### config.mk
export PLATFORM = sky130hd
export DESIGN_NAME = mfd_lane
export DESIGN_NICKNAME = d
export VERILOG_FILES = /design/src/hw/rtl/mfd_pkg.sv /design/src/hw/rtl/mfd_lane.sv
export SDC_FILE = /design/constraint.sdc
export NUM_CORES = 1
export LEC_CHECK = 0
export ABC_AREA = 0
export BUFFER_PORTS_ARGS = -buffer_cell sky130_fd_sc_hd__buf_2
export CORE_MARGIN = 2
export CORE_UTILIZATION = 40
export DETAILED_ROUTE_END_ITERATION = 16
export PLACE_DENSITY = 0.55
export SYNTH_ARGS = -nofsm -noshare
export SYNTH_HDL_FRONTEND = slang
export SYNTH_SLANG_ARGS = --single-unit
### constraint.sdc
create_clock -name clock -period 11.9 [get_ports clock]
set_input_delay 0.595 -clock clock [delete_from_list [all_inputs] [get_ports clock]]
set_output_delay 0.595 -clock clock [all_outputs]
set_load 0.01 [all_outputs]
### src/hw/rtl/mfd_pkg.sv
// Shared types, constants and functions of the 3x3 median frame difference unit.
// No dependencies.
package mfd_pkg;
   localparam int MAX_WIDTH = 1024;
   localparam int COL_W = $clog2(MAX_WIDTH);
   localparam int ROW_W = 12;
   localparam int WCFG_W = 11;
   localparam int PIX_W = 48;
   localparam int DIFF_W = 16;
   localparam int FIFO_DEPTH = 8;
   localparam int FIFO_AW = $clog2(FIFO_DEPTH);
   localparam logic [16:0] DIFF_GAIN = 17'd40960;
   localparam logic [8:0] DIFF_DIV = 9'd255;
   localparam logic CSR_WIDTH = 1'b0;
   localparam logic CSR_HEIGHT = 1'b1;

   // One result request: which window columns and rows to use, plus tags.
   typedef struct packed {
      logic             valid;
      logic             col_end;
      logic             row_last;
      logic [ROW_W-1:0] row;
      logic [COL_W-1:0] col;
      logic             frame_end;
   } slot_type;

   typedef struct packed {
      logic [DIFF_W-1:0] d2;
      logic [DIFF_W-1:0] d1;
      logic [DIFF_W-1:0] d0;
      logic [ROW_W-1:0]  row;
      logic [COL_W-1:0]  col;
      logic              frame_end;
   } result_type;

   function automatic logic [7:0] med3_mid(input logic [7:0] a, b, c);
      logic [7:0] lo, hi;
      lo = (a < b) ? a : b;
      hi = (a < b) ? b : a;
      return (c < lo) ? lo : ((c > hi) ? hi : c);
   endfunction

   function automatic logic [7:0] max3(input logic [7:0] a, b, c);
      logic [7:0] m;
      m = (a > b) ? a : b;
      return (m > c) ? m : c;
   endfunction

   function automatic logic [7:0] min3(input logic [7:0] a, b, c);
      logic [7:0] m;
      m = (a < b) ? a : b;
      return (m < c) ? m : c;
   endfunction
endpackage

### src/hw/rtl/mfd_lane.sv
// One channel lane: 3x3 median of new and old samples, absolute difference, gain.
// Depends on mfd_pkg. Three pipeline stages.
module mfd_lane (
   input  logic         clock,
   input  logic         en,
   input  logic [71:0]  win_new,
   input  logic [71:0]  win_old,
   output logic [mfd_pkg::DIFF_W-1:0] diff
);
   import mfd_pkg::*;

   logic [7:0] mn_ff, mo_ff, mn_in, mo_in;
   logic [7:0] ad_ff, ad_in;
   logic [DIFF_W-1:0] diff_ff;
   logic [23:0] num;
   logic [31:0] q_est;
   logic [15:0] q;
   logic [23:0] rem;

   function automatic logic [7:0] med9(input logic [71:0] w);
      logic [7:0] r0, r1, r2;
      // Classic max-of-mins / med-of-meds / min-of-maxes over three triples.
      r0 = max3(min3(w[7:0], w[15:8], w[23:16]), min3(w[31:24], w[39:32], w[47:40]),
                min3(w[55:48], w[63:56], w[71:64]));
      r1 = med3_mid(med3_mid(w[7:0], w[15:8], w[23:16]),
                    med3_mid(w[31:24], w[39:32], w[47:40]),
                    med3_mid(w[55:48], w[63:56], w[71:64]));
      r2 = min3(max3(w[7:0], w[15:8], w[23:16]), max3(w[31:24], w[39:32], w[47:40]),
                max3(w[55:48], w[63:56], w[71:64]));
      return med3_mid(r0, r1, r2);
   endfunction

   assign mn_in = med9(win_new);
   assign mo_in = med9(win_old);
   assign ad_in = (mn_ff > mo_ff) ? mn_ff - mo_ff : mo_ff - mn_ff;

   // d*40960/255: d*40960 fits 24 bits; divide by 255 via 257/65536 scaled
   // reciprocal with a final correction.
   always_comb begin
      num = 24'(ad_ff) * 24'(DIFF_GAIN);
      q_est = (32'(num) * 32'd257) >> 16;
      q = q_est[15:0];
      rem = num - 24'(q) * 24'(DIFF_DIV);
      if (rem >= 24'(DIFF_DIV)) begin
         q = q + 16'd1;
      end
   end

   always_ff @(posedge clock) begin
      if (en) begin
         mn_ff <= mn_in;
         mo_ff <= mo_in;
         ad_ff <= ad_in;
         diff_ff <= q;
      end
   end
   assign diff = diff_ff;
endmodule

==> results.toml, run 1 <==
[outcome]
status = "finished clean"

[global_routing]
grt_max_degree = 41
grt_pass1_vias = 19270
grt_pass1_wl_um = 98680
overflow = 0
grt_usage_pct = 22.46
grt_antenna_before_repair = 0

[min_path]
hold_depth = 2
hp-class = "register to register"

[cts]
cts.sinks = 40
cts_inserted_buffers = 5
cts_buffer_depth = 2
path_clk_slew_ps = 60
clock_latency_ps = 310
h-tree-depth = 2
cts-root-buf = "clkbuf_16"
cts_tree = "built"

[die]
initial_core_util_pct = 40.37
die_area_sq_um = 53510
ios = 162
rows = 83
die_h_um = 231.3
coreArea_sq_um = 51200
die_w_um = 231.3

[synth]
synth_edf_count = 40
yosysTopAreaCellShare_pct = 25.67
synth.top_cells.by_count = "ha_1 (424), inv_1 (335), nand2_1 (242)"
syn_area_per_cell_sq_um = 7.627
yosysWarnings = 0
synthTopCellsByArea = "ha_1 (26%), fa_1 (8.1%), inv_1 (6.1%), mux2i_1 (5.9%), edfxtp_1 (5.8%)"
synth-seq-cells = 40
synth_top_area_cell = "ha_1"
syn_area_sq_um = 20670
syn_nets = 3364
yosysSeqAreaShare_pct = 5.811
async_flop_share_pct = 0
synthFlopType = "edfxtp_1"
synth_cell_types = 100
yosysMostFrequentCell = "ha_1"
syn_inst = 2710

[sta]
worstMarginPinSlew_ps = 1169
setup_viol = 0
max_freq_mhz = 88.77
finClkSkew_ps = 9.858
worst_hold_slack_ps = 743.3
period_minus_slack_ps = 11260
fin_crit_sh_pct = 94.66
drv_slew = 0
slew_headroom_pct = 21.22
finalHoldViolations = 0

[setup_path]
cp_slowest_cell = "or3_1"
worstSetupPathType = "primary input to register"
end_kind = "register"
max_stage_delay_ps = 380
rr_worst_depth = 38
worst-path-max-fanout = 9
crit_required_ps = 11950
cp-start-kind = "primary input"
crit_arrival_ps = 11320

[detailed_routing]
drtAntennaViolNets = 0
via_per_inst = 5.587
wl_um = 61720
avgRoutedWirePerCell_um = 17.30
drt_pass1_iterations = 6
route.vias.total = 19933
detail_route.iter0.violations = 1166
route.detailed.drc = 0

[placement]
port-buffer-count = 161
gp_congestion = 0.9429
dpl.hpwl_um = 53630

[layout]
syn_to_final_growth_pct = 11.10
drive_above_1_share_pct = 13.19
diodes = 0
fin_nets = 3541

[flow_run]
drv_cap = 0
==> registers in the layout (all words and copies together) (netlist names) <==
name,cells
mo_ff,8
mn_ff,8
diff,16
ad_ff,8
==> path summary, 6_finish.rpt <==
path / slack (ps) / to / startpoint
worst min-delay path: 740 / ad_ff[0] / mo_ff[0]
worst max-delay path: 640 / mo_ff[0] / win_old[34]
worst max register to register: 1110 / diff[14] / ad_ff[1]
worst min register to register: 740 / ad_ff[0] / mo_ff[0]
==> through the flow <==
| stage | setup TNS (ps) | worst slack (ps) | util, % | area (sq um) | cells |
|---|---|---|---|---|---|
| 6_report | 0 | 635.4 | 44.85 | 22960 | 3568 |
| 5_1_grt | -4.967 | -4.967 | 44.85 | 22960 | 3568 |
| 4_1_cts | 0 | 269.1 | 44.37 | 22720 | 3555 |
| 3_5_place_dp | -2.940 | -2.940 | 44.09 | 22570 | 3547 |
| 3_3_place_gp | 0 | 291.7 | 44.09 | 22570 | 3547 |
| 2_1_floorplan | 0 | 90.54 | - | 20690 | 2710 |
==> repair_timing <==
action / in CTS / in global routing
hold buffers: 0 / 0
endpoints found under the setup margin: 0 / 16
buffers inserted: 0 / 11
gates resized for setup: 0 / 43
==> area by class of cell <==
cell class / instances / area, sq um
repair buffers: 237 / 1393
fillers: 5207 / 28230
clock buffers: 5 / 125.1
inverters: 335 / 1257
multi-input cells: 2268 / 18120
well taps: 680 / 850.8
flip-flops and latches: 40 / 1201
clock inverters: 3 / 18.77
==> kinds of logic (layout without fill, tap and decap cells) <==
kind of cell | Yosys count | after routing | synth area share (%)
compound gates | 794 | 795 | 24.60
simple gates | 736 | 737 | 17.22
fa+ha+maj | 509 | 509 | 33.85
buf+inv | 404 | 580 | 7.422
mux | 177 | 177 | 8.978
xor+xnor | 50 | 50 | 2.119
flops | 40 | 40 | 5.811
==> layer usage <==
metal,share of wire (%),GRT usage [%],vias to the layer above
met4,1.6,4.093,0
met5,0,0,-
met1,46,30.13,9377
met2,49,39.91,397
met3,3.2,1.255,63
li1,-,-,10096
==> cells in the final DEF, fill, tap and decap left out, types with 13 or more instances in the layout <==
cell      synthesis  final
o211ai_1         24     24
nand2_1         242    240
o21ai_1          16     19
mux2i_1         122    120
and4_1           17     17
buf_2             8    161
ha_1            424    424
nor3_1           20     20
fa_1             84     84
o21ai_0         215    209
edfxtp_1         40     40
o21bai_1         20     20
nand4_1          49     49
o21a_1           46     43
a21oi_2           1     13
and2_1           25     24
nor2_1          188    185
a21oi_1         224    212
buf_4             2     74
nand3_1          51     51
nor2b_1          39     39
a31oi_1          21     20
inv_1           335    335
a21o_1           81     80
nand2b_1         37     37
and3_1           28     28
xnor2_1          41     41
a211oi_1         22     21
mux2_2           50     50
==> critical path, delay by kind of cell <==
family          cells  cell delay, ps
mux                 4             980
compound gates     28            4980
fa+ha+maj           6            1670
simple gates       13            2320
buf+inv             6             760
Power of run 1 is left out: the tool's default activity adds up to more than one toggle a clock period on the data nets, which glitch-free logic cannot reach.
==> inputs of run 2 (changes only) <==
Clock period 11.9 ns to 9.34 ns, I/O delays scaled along.
==> run 2 against run 1 <==
  * The run now ends with negative setup slack left
  * Core utilization up 15 points
  * Non-clock buffer count up 753
  * Sequential cell count unchanged
  * Register-to-register slack worse by 720 ps
  * Final area up 34%
  * Die area unchanged
  * Final cell count up 21%
  * First-iteration DRC count up 16%
  * Wire length up 19%
  * Highest routed layer unchanged
==> results.toml, run 2 (synthesized netlist as in run 1, its figures left out) <==
[layout]
final_common_cell = "buf_4"
mostFrequentLayoutCells = "buf_4 (790), ha_1 (369), inv_1 (314)"
diodes = 0
largest_reg_flops = 16
fin_nets = 4295
syn_to_final_growth_pct = 49.42
fin_util_pct = 60.32
drive_above_1_share_pct = 38.66

[die]
ios = 162
rows = 83
die_w_um = 231.3
die_h_um = 231.3
die_area_sq_um = 53510
initial_core_util_pct = 40.37
coreArea_sq_um = 51200

[global_routing]
overflow = 0
grt_pass1_vias = 23541
grt_pass1_wl_um = 116800
grt_max_degree = 41
grt_usage_pct = 26.38
grt_antenna_before_repair = 0

[cts]
cts_buffer_depth = 2
cts_tree = "built"
h-tree-depth = 2
path_clk_slew_ps = 60
clock_latency_ps = 300
cts_hold_buf = 0
cts.sinks = 40
cts_inserted_buffers = 5
cts-root-buf = "clkbuf_16"

[sta]
worstMarginPinSlew_ps = 978.9
finClkSkew_ps = 7.584
max_freq_mhz = 96.62
fin_crit_sh_pct = 110.8
finalHoldViolations = 0
period_minus_slack_ps = 10350
setup_viol = 16
worst_slack_ps = -1010
rsz0062_at_grt = "yes"
drv_slew = 0
slew_headroom_pct = 34.74

[outcome]
violations = "negative setup slack"
status = "finished with violations"

[setup_path]
critPathMostFrequentCell = "a21o_1"
worstSetupPathType = "primary input to register"
cp_slowest_cell = "or3_4"
cp-start-kind = "primary input"
max_stage_delay_ps = 430
cp_top_family = "compound AO/OA/AOI/OAI gates"
crit_arrival_ps = 10460
crit_buf_inv = 8
worst-path-max-fanout = 7
crit_required_ps = 9450
end_kind = "register"
reg2reg_slack_ps = 390

[detailed_routing]
via_per_inst = 5.402
wl_um = 73640
drt_pass1_iterations = 7
route.vias.total = 23347
detail_route.iter0.violations = 1358
avgRoutedWirePerCell_um = 17.04
drtAntennaViolNets = 0
route.detailed.drc = 0

[placement]
gp_congestion = 0.9587
dpl.hpwl_um = 59780
port-buffer-count = 161

[flow_run]
drv_cap = 0

[min_path]
hp-class = "register to register"
## run 2: worst reg2reg max path, delay by kind of cell, from the launching register on
kind,cells,cell delay [ps]
AOI/OAI and AO/OA,11,1930
DFF,1,420
muxes,1,330
adders and majority gates,12,3970
xor gates and xnor gates,3,500
and+or+nand+nor,5,590
buffers and inverters,9,980
## run 2: area by class of cell
cell class              count  area, sq um
clock buffers               5        125.1
clock inverters             3        42.54
fillers                  4504        20310
inverters                 335         1279
multi-input cells        2269        20060
flip-flops and latches     40         1201
well taps                 680        850.8
repair buffers            990         7322
## run 2: final timing paths
kind              start  endpoint  depth (start not counted)
max          win_new[9]  mn_ff[0]                         53
max reg2reg    ad_ff[1]   diff[1]                         41
min            mo_ff[0]  ad_ff[0]                          2
min reg2reg    mo_ff[0]  ad_ff[0]                          2
## run 2: routing by layer
metal	track usage, %	routed length, um	up-vias
li1	-	-	11633
met1	34.36	33460	11078
met2	47.35	35930	518
met3	1.403	2211	118
met4	6.673	2042	0
met5	0	0	-
## run 2: timing repair
action	in CTS	in global routing
setup buffers	135	50
gates cloned	6	1
endpoints found under the setup margin	32	32
gates resized for setup	210	194
pin swaps	135	126
## run 2: metrics by stage
step | instance area [sq um] | instances | TNS, ps | setup slack [ps] | hold WS (ps)
after floorplan | 21230 | 2710 | -14390 | -1386 | 579.5
after global placement | 27370 | 4128 | -24700 | -1494 | 714.5
after detailed placement | 27370 | 4128 | -31960 | -1699 | 710.6
after CTS | 29580 | 4276 | -10330 | -797.0 | 716.8
after global routing | 30880 | 4322 | -21890 | -1434 | 782.5
final | 30880 | 4322 | -14490 | -1010 | 717.5
Power of run 2 is left out for the same reason.
==> inputs of run 3 (changes only) <==
==> constraint.sdc (replaced) <==
create_clock -name clock -period 9.34 [get_ports clock]
set_input_delay 0.934 -clock clock [delete_from_list [all_inputs] [get_ports clock]]
set_output_delay 0.934 -clock clock [all_outputs]
set_load 0.01 [all_outputs]
==> run 3 against run 2 <==
  * The run still ends with negative setup slack left
  * Final area is 0.69% higher
  * Via count down 0.36%
  * Sequential cell count stayed put
  * Critical path depth up 8
  * Count of clock-buffer cells in the layout unchanged
  * Highest routed layer unchanged
  * Non-clock buffer count rose by 51
  * Die area unchanged
==> results.toml, run 3 (synthesized netlist as in run 1, its figures left out) <==
[outcome]
status = "finished with violations"
violations = "negative setup slack"

[layout]
final_cells = 4372
drive_above_1_share_pct = 38.72
fin_nets = 4344
mostFrequentLayoutCells = "buf_4 (844), ha_1 (373), inv_1 (316)"
largest_reg_flops = 16
final_common_cell = "buf_4"
nFillCells = 4503
syn_to_final_growth_pct = 50.46

[setup_path]
cp-start-kind = "primary input"
critPathMostFrequentCell = "a21oi_2"
worstSetupPathType = "primary input to register"
reg2reg_slack_ps = 350
max_stage_delay_ps = 400
worst-path-max-fanout = 6
end_kind = "register"
crit_arrival_ps = 11150
cp_slowest_cell = "or3_4"
crit_required_ps = 9380

[detailed_routing]
drtAntennaViolNets = 0
drt_pass1_iterations = 5
route.vias.total = 23263
avgRoutedWirePerCell_um = 16.37
via_per_inst = 5.321
detail_route.iter0.violations = 1216
route.detailed.drc = 0
wl_um = 71550

[global_routing]
grt_antenna_before_repair = 1
overflow = 0
grtUsageMet1_pct = 34.06
grt_max_degree = 41
grt_pass1_wl_um = 115700
grt_usage_pct = 25.98
grt_pass1_vias = 23662
grtUsageMet2_pct = 46.39
grt_busiest_layer = "met2"
use_met3_pct = 1.230

[sta]
setup_viol = 16
finalHoldViolations = 0
finClkSkew_ps = 9.192
rsz0062_at_grt = "yes"
max_freq_mhz = 89.96
worstMarginPinSlew_ps = 975.3
fin_crit_sh_pct = 119.0
slew_headroom_pct = 34.98
drv_slew = 0
worst_slack_ps = -1776
period_minus_slack_ps = 11120

[die]
die_h_um = 231.3
initial_core_util_pct = 40.37
die_area_sq_um = 53510
coreArea_sq_um = 51200
ios = 162
die_w_um = 231.3
rows = 83

[cts]
cts-root-buf = "clkbuf_16"
h-tree-depth = 2
clock_latency_ps = 300
cts.sinks = 40
cts_hold_buf = 0
cts_inserted_buffers = 5
cts_buffer_depth = 2
path_clk_slew_ps = 60
cts_tree = "built"

[placement]
dpl.hpwl_um = 60010
gp_congestion = 0.9196
dp_cells = 4238
port-buffer-count = 161
place_ws_ps = -2145

[flow_run]
drv_cap = 0

[min_path]
hp-class = "register to register"
[run 3: final timing paths]
| path | from | to | cells past startpoint |
|---|---|---|---|
| max | win_old[10] | mo_ff[0] | 61 |
| min | mo_ff[0] | ad_ff[0] | 2 |
| max reg2reg | ad_ff[4] | diff[1] | 42 |
| min reg2reg | mo_ff[0] | ad_ff[0] | 2 |
[run 3: stage by stage]
stage / hold WS (ps) / area [sq um] / util [%] / TNS (ps)
final: 734.4 / 31100 / 60.74 / -22800
after global routing: 774.9 / 31100 / 60.74 / -29840
after CTS: 737.3 / 30010 / 58.61 / -18230
after detailed placement: 726.6 / 28200 / 55.09 / -37110
after global placement: 712.8 / 28200 / 55.09 / -31710
after floorplan: 646.9 / 21230 / - / -21860
[run 3: cell type report]
type / count / area, sq um / area share, %
diodes: 1 / 2.502 / 0.008047
well taps: 680 / 850.8 / 2.736
clock inverters: 3 / 37.54 / 0.1207
repair buffers: 1041 / 7712 / 24.80
flip-flops and latches: 40 / 1201 / 3.863
multi-input cells: 2267 / 19890 / 63.97
clock buffers: 5 / 125.1 / 0.4024
inverters: 335 / 1276 / 4.104
[run 3: per-layer routing]
metal  up-vias  part of all wire (%)
li1      11718                     -
met1     10974                    45
met2       457                    49
met5         -                     0
met3       114                   3.1
met4         0                   2.8
[run 3: timing repair]
| action | CTS | global route |
|---|---|---|
| setup endpoints to repair | 32 | 32 |
| setup buffers | 96 | 30 |
| pin swaps | 134 | 100 |
| cloned | 3 | 0 |
| gates resized for setup | 182 | 167 |
[run 3: worst max-delay path, delay by kind of cell]
family	cells	cell delay, ps
AO/OA/AOI/OAI	25	4260
multiplexers	5	1290
adder cells (fa/ha/maj)	6	1370
AND/OR/NAND/NOR	16	2280
buffers and inverters	9	970
Power of run 3 is left out for the same reason.
